[config.mk]
export PLATFORM = sky130hd
export DESIGN_NAME = tile_rle_table_decoder_top
export DESIGN_NICKNAME = d
export VERILOG_FILES = /design/src/rtl/trtd_pkg.sv /design/src/rtl/trtd_cfg.sv /design/src/rtl/trtd_core.sv /design/src/rtl/tile_rle_table_decoder_top.sv
export SDC_FILE = /design/constraint.sdc
export NUM_CORES = 1
export LEC_CHECK = 0
export ABC_AREA = 1
export BUFFER_PORTS_ARGS = -buffer_cell sky130_fd_sc_hd__buf_2
export CAP_MARGIN = 15
export CORE_MARGIN = 1
export CORE_UTILIZATION = 55
export CTS_CLUSTER_SIZE = 14
export DETAILED_ROUTE_END_ITERATION = 7
export HOLD_SLACK_MARGIN = 0.05
export PLACE_DENSITY = 0.76
export SYNTH_ARGS = -nofsm -noshare
export SYNTH_HDL_FRONTEND = slang
export SYNTH_SLANG_ARGS = --single-unit
[constraint.sdc]
create_clock -name clk_i -period 4.95 [get_ports clk_i]
set_input_delay 0.7425 -clock clk_i [delete_from_list [all_inputs] [get_ports clk_i]]
set_output_delay 0.7425 -clock clk_i [all_outputs]
set_load 0.1 [all_outputs]
[src/rtl/trtd_pkg.sv]
// Package of the run-length tile table decoder.
// Holds the transaction payload types, the register indexes and the constants.
// No dependencies.
package trtd_pkg;

  localparam int unsigned ROWS_DEF         = 16;
  localparam int unsigned ATTR_ENTRIES_DEF = 64;

  localparam logic [5:0] ROW_WIDTH_RESET = 6'd32;
  localparam logic [5:0] ATTR_SKIP_WIDTH = 6'h1C;
  localparam logic [7:0] COLUMN_MAX      = 8'hFF;
  localparam logic [7:0] ATTR_SKIP_STEP  = 8'd8;

  typedef enum logic [0:0] {
    REG_ROW_WIDTH  = 1'b0,
    REG_TABLE_MODE = 1'b1
  } reg_index_e;

  typedef struct packed {
    logic [7:0] stream_byte;
    logic       stream_start;
  } in_item_t;

  typedef struct packed {
    logic [7:0] run_value;
    logic [6:0] run_length;
    logic [3:0] row_index;
    logic [7:0] start_index;
    logic       table_done;
  } out_item_t;

  typedef struct packed {
    logic [5:0] row_width;
    logic       table_mode;
  } cfg_t;

endpackage

[src/rtl/trtd_cfg.sv]
// Configuration registers of the run-length tile table decoder.
// Depends on trtd_pkg for the register indexes and the configuration struct.
module trtd_cfg (
  input  logic                clk_i,
  input  logic                rst_ni,
  input  logic                wr_en_i,
  input  trtd_pkg::reg_index_e wr_index_i,
  input  logic [5:0]          wr_data_i,
  output trtd_pkg::cfg_t      cfg_o
);

  trtd_pkg::cfg_t cfg_q;
  trtd_pkg::cfg_t cfg_d;

  always_comb begin
    cfg_d = cfg_q;
    if (wr_en_i) begin
      unique case (wr_index_i)
        trtd_pkg::REG_ROW_WIDTH:  cfg_d.row_width  = wr_data_i;
        trtd_pkg::REG_TABLE_MODE: cfg_d.table_mode = wr_data_i[0];
        default:                  cfg_d = cfg_q;
      endcase
    end
  end

  always_ff @(posedge clk_i or negedge rst_ni) begin
    if (!rst_ni) begin
      cfg_q.row_width  <= trtd_pkg::ROW_WIDTH_RESET;
      cfg_q.table_mode <= 1'b0;
    end else begin
      cfg_q <= cfg_d;
    end
  end

  assign cfg_o = cfg_q;

endmodule

[src/rtl/trtd_core.sv]
// Decode state and combinational step logic of the run-length tile table decoder.
// Depends on trtd_pkg for the payload types, the configuration struct and constants.
module trtd_core #(
  parameter int unsigned ROWS         = trtd_pkg::ROWS_DEF,
  parameter int unsigned ATTR_ENTRIES = trtd_pkg::ATTR_ENTRIES_DEF
) (
  input  logic                clk_i,
  input  logic                rst_ni,
  input  logic                step_i,
  input  trtd_pkg::in_item_t  item_i,
  input  trtd_pkg::cfg_t      cfg_i,
  output logic                res_valid_o,
  output trtd_pkg::out_item_t res_o
);

  localparam logic [1:0] PH_CONTROL = 2'd0;
  localparam logic [1:0] PH_REPEAT  = 2'd1;
  localparam logic [1:0] PH_LITERAL = 2'd2;

  localparam logic [4:0] RowsW = 5'(ROWS);
  localparam logic [8:0] AttrW = 9'(ATTR_ENTRIES);

  logic [1:0] phase_q, phase_d;
  logic [6:0] rem_q, rem_d;
  logic [7:0] col_q, col_d;
  logic [3:0] row_q, row_d;
  logic       fin_q, fin_d;

  logic [1:0] ph_e;
  logic [6:0] rem_e;
  logic [7:0] col_e;
  logic [3:0] row_e;
  logic       fin_e;
  logic       run_end;
  logic       emit;
  logic [6:0] len;
  logic [8:0] col_sum;
  logic [7:0] col_adv;
  logic [8:0] skip_sum;
  logic [7:0] col_end;
  logic [6:0] rem_dec;

  always_comb begin
    ph_e  = phase_q;
    rem_e = rem_q;
    col_e = col_q;
    row_e = row_q;
    fin_e = fin_q;
    if (item_i.stream_start) begin
      ph_e  = PH_CONTROL;
      rem_e = '0;
      col_e = '0;
      row_e = '0;
      fin_e = 1'b0;
    end

    run_end = 1'b0;
    emit    = 1'b0;
    len     = 7'd1;
    rem_dec = rem_e - 7'd1;
    phase_d = ph_e;
    rem_d   = rem_e;

    if (!fin_e) begin
      unique case (ph_e)
        PH_CONTROL: begin
          if (item_i.stream_byte[7] && (item_i.stream_byte[6:0] == 7'd0)) begin
            run_end = 1'b1;
          end else begin
            phase_d = item_i.stream_byte[7] ? PH_LITERAL : PH_REPEAT;
            rem_d   = item_i.stream_byte[6:0];
          end
        end
        PH_REPEAT: begin
          run_end = 1'b1;
          emit    = (rem_e != 7'd0);
          len     = rem_e;
        end
        PH_LITERAL: begin
          emit    = 1'b1;
          rem_d   = rem_dec;
          run_end = (rem_dec == 7'd0);
        end
        default: begin
          phase_d = PH_CONTROL;
        end
      endcase
    end

    col_sum = {1'b0, col_e} + {2'b00, len};
    col_adv = emit ? (col_sum[8] ? trtd_pkg::COLUMN_MAX : col_sum[7:0]) : col_e;

    col_d = col_adv;
    row_d = row_e;
    fin_d = fin_e;
    skip_sum = {1'b0, col_adv} + {1'b0, trtd_pkg::ATTR_SKIP_STEP};
    col_end  = col_adv;
    if (run_end) begin
      phase_d = PH_CONTROL;
      rem_d   = '0;
      if (!cfg_i.table_mode) begin
        if (col_adv >= {2'b00, cfg_i.row_width}) begin
          col_d = '0;
          if (({1'b0, row_e} + 5'd1) >= RowsW) begin
            fin_d = 1'b1;
          end else begin
            row_d = row_e + 4'd1;
          end
        end
      end else begin
        if ((col_adv[2:0] == 3'd0) && (cfg_i.row_width == trtd_pkg::ATTR_SKIP_WIDTH)) begin
          col_end = skip_sum[8] ? trtd_pkg::COLUMN_MAX : skip_sum[7:0];
        end
        col_d = col_end;
        if ({1'b0, col_end} >= AttrW) begin
          fin_d = 1'b1;
        end
      end
    end

    res_valid_o       = step_i && emit;
    res_o.run_value   = item_i.stream_byte;
    res_o.run_length  = len;
    res_o.row_index   = cfg_i.table_mode ? 4'd0 : row_e;
    res_o.start_index = col_e;
    res_o.table_done  = run_end && fin_d;
  end

  always_ff @(posedge clk_i or negedge rst_ni) begin
    if (!rst_ni) begin
      phase_q <= PH_CONTROL;
      rem_q   <= '0;
      col_q   <= '0;
      row_q   <= '0;
      fin_q   <= 1'b0;
    end else if (step_i) begin
      phase_q <= phase_d;
      rem_q   <= rem_d;
      col_q   <= col_d;
      row_q   <= row_d;
      fin_q   <= fin_d;
    end
  end

endmodule

[src/rtl/tile_rle_table_decoder_top.sv]
// Top level of the run-length tile table decoder.
// Instantiates trtd_cfg and trtd_core; uses trtd_pkg for payload types and constants.
//
//   Channel  Direction  Handshake             Payload
//   in       input      in_valid_i/in_ready_o   in_data_i (stream byte, start mark)
//   out      output     out_valid_o/out_ready_i out_data_o (one table segment)
//   cfg      input      cfg_valid_i/cfg_ready_o cfg_index_i, cfg_data_i
//
// A transaction is registered on input, decoded combinationally and any segment is
// registered on output.
// One input transaction is taken every cycle while the output is not stalled.
// Reset clears the decode state and sets the registers to width 32, tile mode.
// A stalled output holds the input register, which then holds the input channel.
module tile_rle_table_decoder_top #(
  parameter int unsigned ROWS         = trtd_pkg::ROWS_DEF,
  parameter int unsigned ATTR_ENTRIES = trtd_pkg::ATTR_ENTRIES_DEF
) (
  input  logic                clk_i,
  input  logic                rst_ni,
  input  logic                in_valid_i,
  output logic                in_ready_o,
  input  trtd_pkg::in_item_t  in_data_i,
  output logic                out_valid_o,
  input  logic                out_ready_i,
  output trtd_pkg::out_item_t out_data_o,
  input  logic                cfg_valid_i,
  output logic                cfg_ready_o,
  input  logic [0:0]          cfg_index_i,
  input  logic [5:0]          cfg_data_i
);

  logic                in_valid_q;
  trtd_pkg::in_item_t  in_data_q;
  logic                out_valid_q;
  trtd_pkg::out_item_t out_data_q;
  logic                step;
  logic                res_valid;
  trtd_pkg::out_item_t res;
  trtd_pkg::cfg_t      cfg;

  assign step        = in_valid_q && (!out_valid_q || out_ready_i);
  assign in_ready_o  = !in_valid_q || step;
  assign cfg_ready_o = 1'b1;

  trtd_cfg u_cfg (
    .clk_i      (clk_i),
    .rst_ni     (rst_ni),
    .wr_en_i    (cfg_valid_i),
    .wr_index_i (trtd_pkg::reg_index_e'(cfg_index_i)),
    .wr_data_i  (cfg_data_i),
    .cfg_o      (cfg)
  );

  trtd_core #(
    .ROWS         (ROWS),
    .ATTR_ENTRIES (ATTR_ENTRIES)
  ) u_core (
    .clk_i       (clk_i),
    .rst_ni      (rst_ni),
    .step_i      (step),
    .item_i      (in_data_q),
    .cfg_i       (cfg),
    .res_valid_o (res_valid),
    .res_o       (res)
  );

  always_ff @(posedge clk_i or negedge rst_ni) begin
    if (!rst_ni) begin
      in_valid_q  <= 1'b0;
      out_valid_q <= 1'b0;
    end else begin
      if (in_ready_o) begin
        in_valid_q <= in_valid_i;
      end
      if (step) begin
        out_valid_q <= res_valid;
      end else if (out_ready_i) begin
        out_valid_q <= 1'b0;
      end
    end
  end

  always_ff @(posedge clk_i) begin
    if (in_ready_o && in_valid_i) begin
      in_data_q <= in_data_i;
    end
    if (step && res_valid) begin
      out_data_q <= res;
    end
  end

  assign out_valid_o = out_valid_q;
  assign out_data_o  = out_data_q;

endmodule

==> qor.csv <==
stage,metric,value,unit
cells_and_area,register_area,1890,um^2
worst_setup_path,cpMostUsedCell,nand2_1,
floorplanning,core,7290,um^2
worst_setup_path,endpoint_kind,register,
synth,syn_inst,508,
power,power.total,1.93,mW
cells_and_area,final_cells,662,
timing,setup_tns,0,ps
place,dp_cells,646,
synth,synth_cell_types,43,
synth,synth-main-ff-cell,edfxtp_1,
timing,tightest_slew,780,ps
drt,detail-route-antenna-nets,0,
clock_network,path_clk_slew,80,ps
synth,ys_warn_count,0,
floorplanning,die-area,7910,um^2
clock_network,cts_setup_buffers,0,
flow_run,drv_cap,0,
power,leakage,2.26,nW
synth,synth-seq-area-share,0.454,
timing,hold_viol,0,
drt,drtIter0Drc,229,
worst_setup_path,rr_worst_depth,29,
synth,yosysTopAreaCell,edfxtp_1,
power,power-per-cell-area,415,nW/um^2
worst_setup_path,r2r_end,out_data_o[0],
min_path,min_path_type,primary input to asynchronous set/reset pin,
grt,grt_pass1_vias,3291,
floorplanning,die_y,88.9,um
clock_network,cts_buffers,9,
timing,drv_slew,0,
timing,fmax,0.231,GHz
place,portBuffers,50,
synth,yosysMostFrequentCell,nand2_1,
cells_and_area,multi_input_area,1910,um^2
worst_setup_path,critPathRequiredTime,5060,ps
clock_network,cts.root.buffer_cell,clkbuf_8,
synth,synth_nets,550,
floorplanning,die_w,88.9,um
clock_network,cts_tree,done,
grt,grt-ovfl-total,0,
worst_setup_path,startpoint,in_data_q[0],
power,irDropWorstVdd,0.000197,V
clock_network,ctsResizeCount,0,
cells_and_area,num-fill-cells,657,
grt,grt_max_degree,32,
worst_setup_path,cpMaxStageDelayCell,edfxtp_1,
timing,finalCritPeriodShare,0.876,
drt,drc_errors,0,
worst_setup_path,max_stage_delay,750,ps
worst_setup_path,cp_max_fo,18,
drt,routed_via_density,5.19,
clock_network,cts_hold_buffers,0,
grt,grt_use_total,0.264,
cells_and_area,postLayoutCellArea,4660,um^2
place,place_area,4460,um^2
synth,netlist_area,4160,um^2
floorplanning,io_pins,52,
synth,yosysTopAreaCellShare,0.267,
timing,relSlewSlack,0.480,
synth,synth_edf_count,37,
timing,timing.final.crit_period,4340,ps
status,status,"complete, no violations",
cells_and_area,drive_above_1_share,0.192,
timing,fin_skew,8.18,ps
worst_setup_path,crit_arrival,4440,ps
drt,postRouteWirelength,9340,um
drt,drtPass1Iterations,5,
timing,finalSetupViolCount,0,
timing,rsz0062_at_grt,no,
clock_network,clock_sinks,68,
floorplanning,row_count,31,
clock_network,cts.path.max_buffers,2,
worst_setup_path,rr_startpoint,in_data_q[0],
drt,routedWlPerCell,14.1,um
cells_and_area,antenna_cells,0,
synth,yosys-top-cells-area,"edfxtp_1, dfrtp_1, nand2_1",
worst_setup_path,rrSetupSlack,610,ps
worst_setup_path,startpoint_type,register,
worst_setup_path,crit_type,register to register,
synth,syn_avg_cell_area,8.18,um^2
grt,grt_pass1_wl,15400,um
place,hpwl,7080,um
floorplanning,start_util,0.570,
cells_and_area,num-nets-final,600,
place,place.gp.congestion,0.913,
clock_network,cts_max_level,3,
cells_and_area,syn2layout_area_growth,12.1,%
synth,synth_seq_cells,68,
drt,vias,3433,
synth,async_reset_ff_frac,0.456,
synth,synth_common_cells,"nand2_1, inv_1, nor2_1",
grt,antenna_found_initial,0,
clock_network,insertion_delay,350,ps
==> report_power, final <==
group / total [mW] / switching, mW / internal, mW
combinational: 0.733 / 0.530 / 0.203
clock: 0.462 / 0.228 / 0.235
sequential: 0.738 / 0.0503 / 0.688
==> how the worst max path moves through the flow <==
| stage | end | slack, ps | depth (start not counted) |
|---|---|---|---|
| after floorplan | out_data_o[0] | 1090 | 29 |
| after global placement | out_data_o[0] | 840 | 27 |
| after detailed placement | out_data_o[0] | 670 | 27 |
| after CTS | u_core.fin_q | 630 | 29 |
| after global routing | u_core.fin_q | 40 | 31 |
| final | out_data_o[0] | 610 | 29 |
==> state kept, by name (all words and copies together), names as in the netlist <==
signal,flops
in_data_q,9
in_valid_q,1
out_data_o,28
out_valid_o,1
u_cfg.cfg_o,7
u_core.col_q,8
u_core.fin_q,1
u_core.phase_q,2
u_core.rem_q,7
u_core.row_q,4
==> logic make-up (layout without fill, tap and decap cells) <==
kind of cell,count (synthesis),after routing,share of synthesized area
adder cells (fa/ha/maj),21,21,0.0650
buffers and inverters,85,140,0.0858
XOR/XNOR,7,7,0.0148
flip-flops,68,68,0.454
other,1,1,0.000902
AND/OR/NAND/NOR,259,259,0.287
AO/OA/AOI/OAI,67,67,0.0918
==> through the flow <==
step	worst slack (ps)	hold WS [ps]	utilization
6_report	614	462	0.639
3_5_place_dp	665	469	0.612
5_1_grt	44.7	500	0.639
2_1_floorplan	1090	447	-
3_3_place_gp	836	463	0.612
4_1_cts	628	484	0.639
==> worst max-delay path, delay by kind of cell (launching register included) <==
family | cells | cell delay, ps
and+or+nand+nor | 23 | 2100
adders and majority gates | 3 | 830
DFF | 1 | 750
buffers and inverters | 2 | 240
AOI/OAI and AO/OA | 1 | 150
==> final cells by class <==
type,count,area share
Clock buffer,9,0.0266
Clock inverter,7,0.0164
Inverter,73,0.0593
Multi-Input combinational cell,355,0.411
Sequential cell,68,0.405
Tap cell,99,0.0266
Timing Repair Buffer,51,0.0553
==> layer usage <==
layer / routed length (um) / GRT usage / part of all wire
met1: 4330 / 0.350 / 0.46
met2: 4380 / 0.427 / 0.47
met3: 406 / 0.0434 / 0.043
met4: 229 / 0.123 / 0.025
met5: 0 / 0 / 0
==> placed cells by master (no fill, tap or decap), types with 2 or more instances in the layout <==
cell          n
nand2_1     131
inv_1        69
nor2_1       52
buf_2        50
edfxtp_1     37
nand3_1      34
dfrtp_1      30
a21oi_1      21
o21ai_0      21
ha_1         20
nand2_2      13
o22ai_1       9
clkbuf_8      9
nand2_4       8
nor2_2        6
xnor2_1       4
nor2_4        4
o21ai_1       4
inv_2         3
xor2_1        3
nor3_1        3
a22oi_1       3
nand3_2       2
nand4_1       2
a31oi_1       2
clkinvlp_4    2
clkinv_4      2
Power figures use the tool's default switching activity.
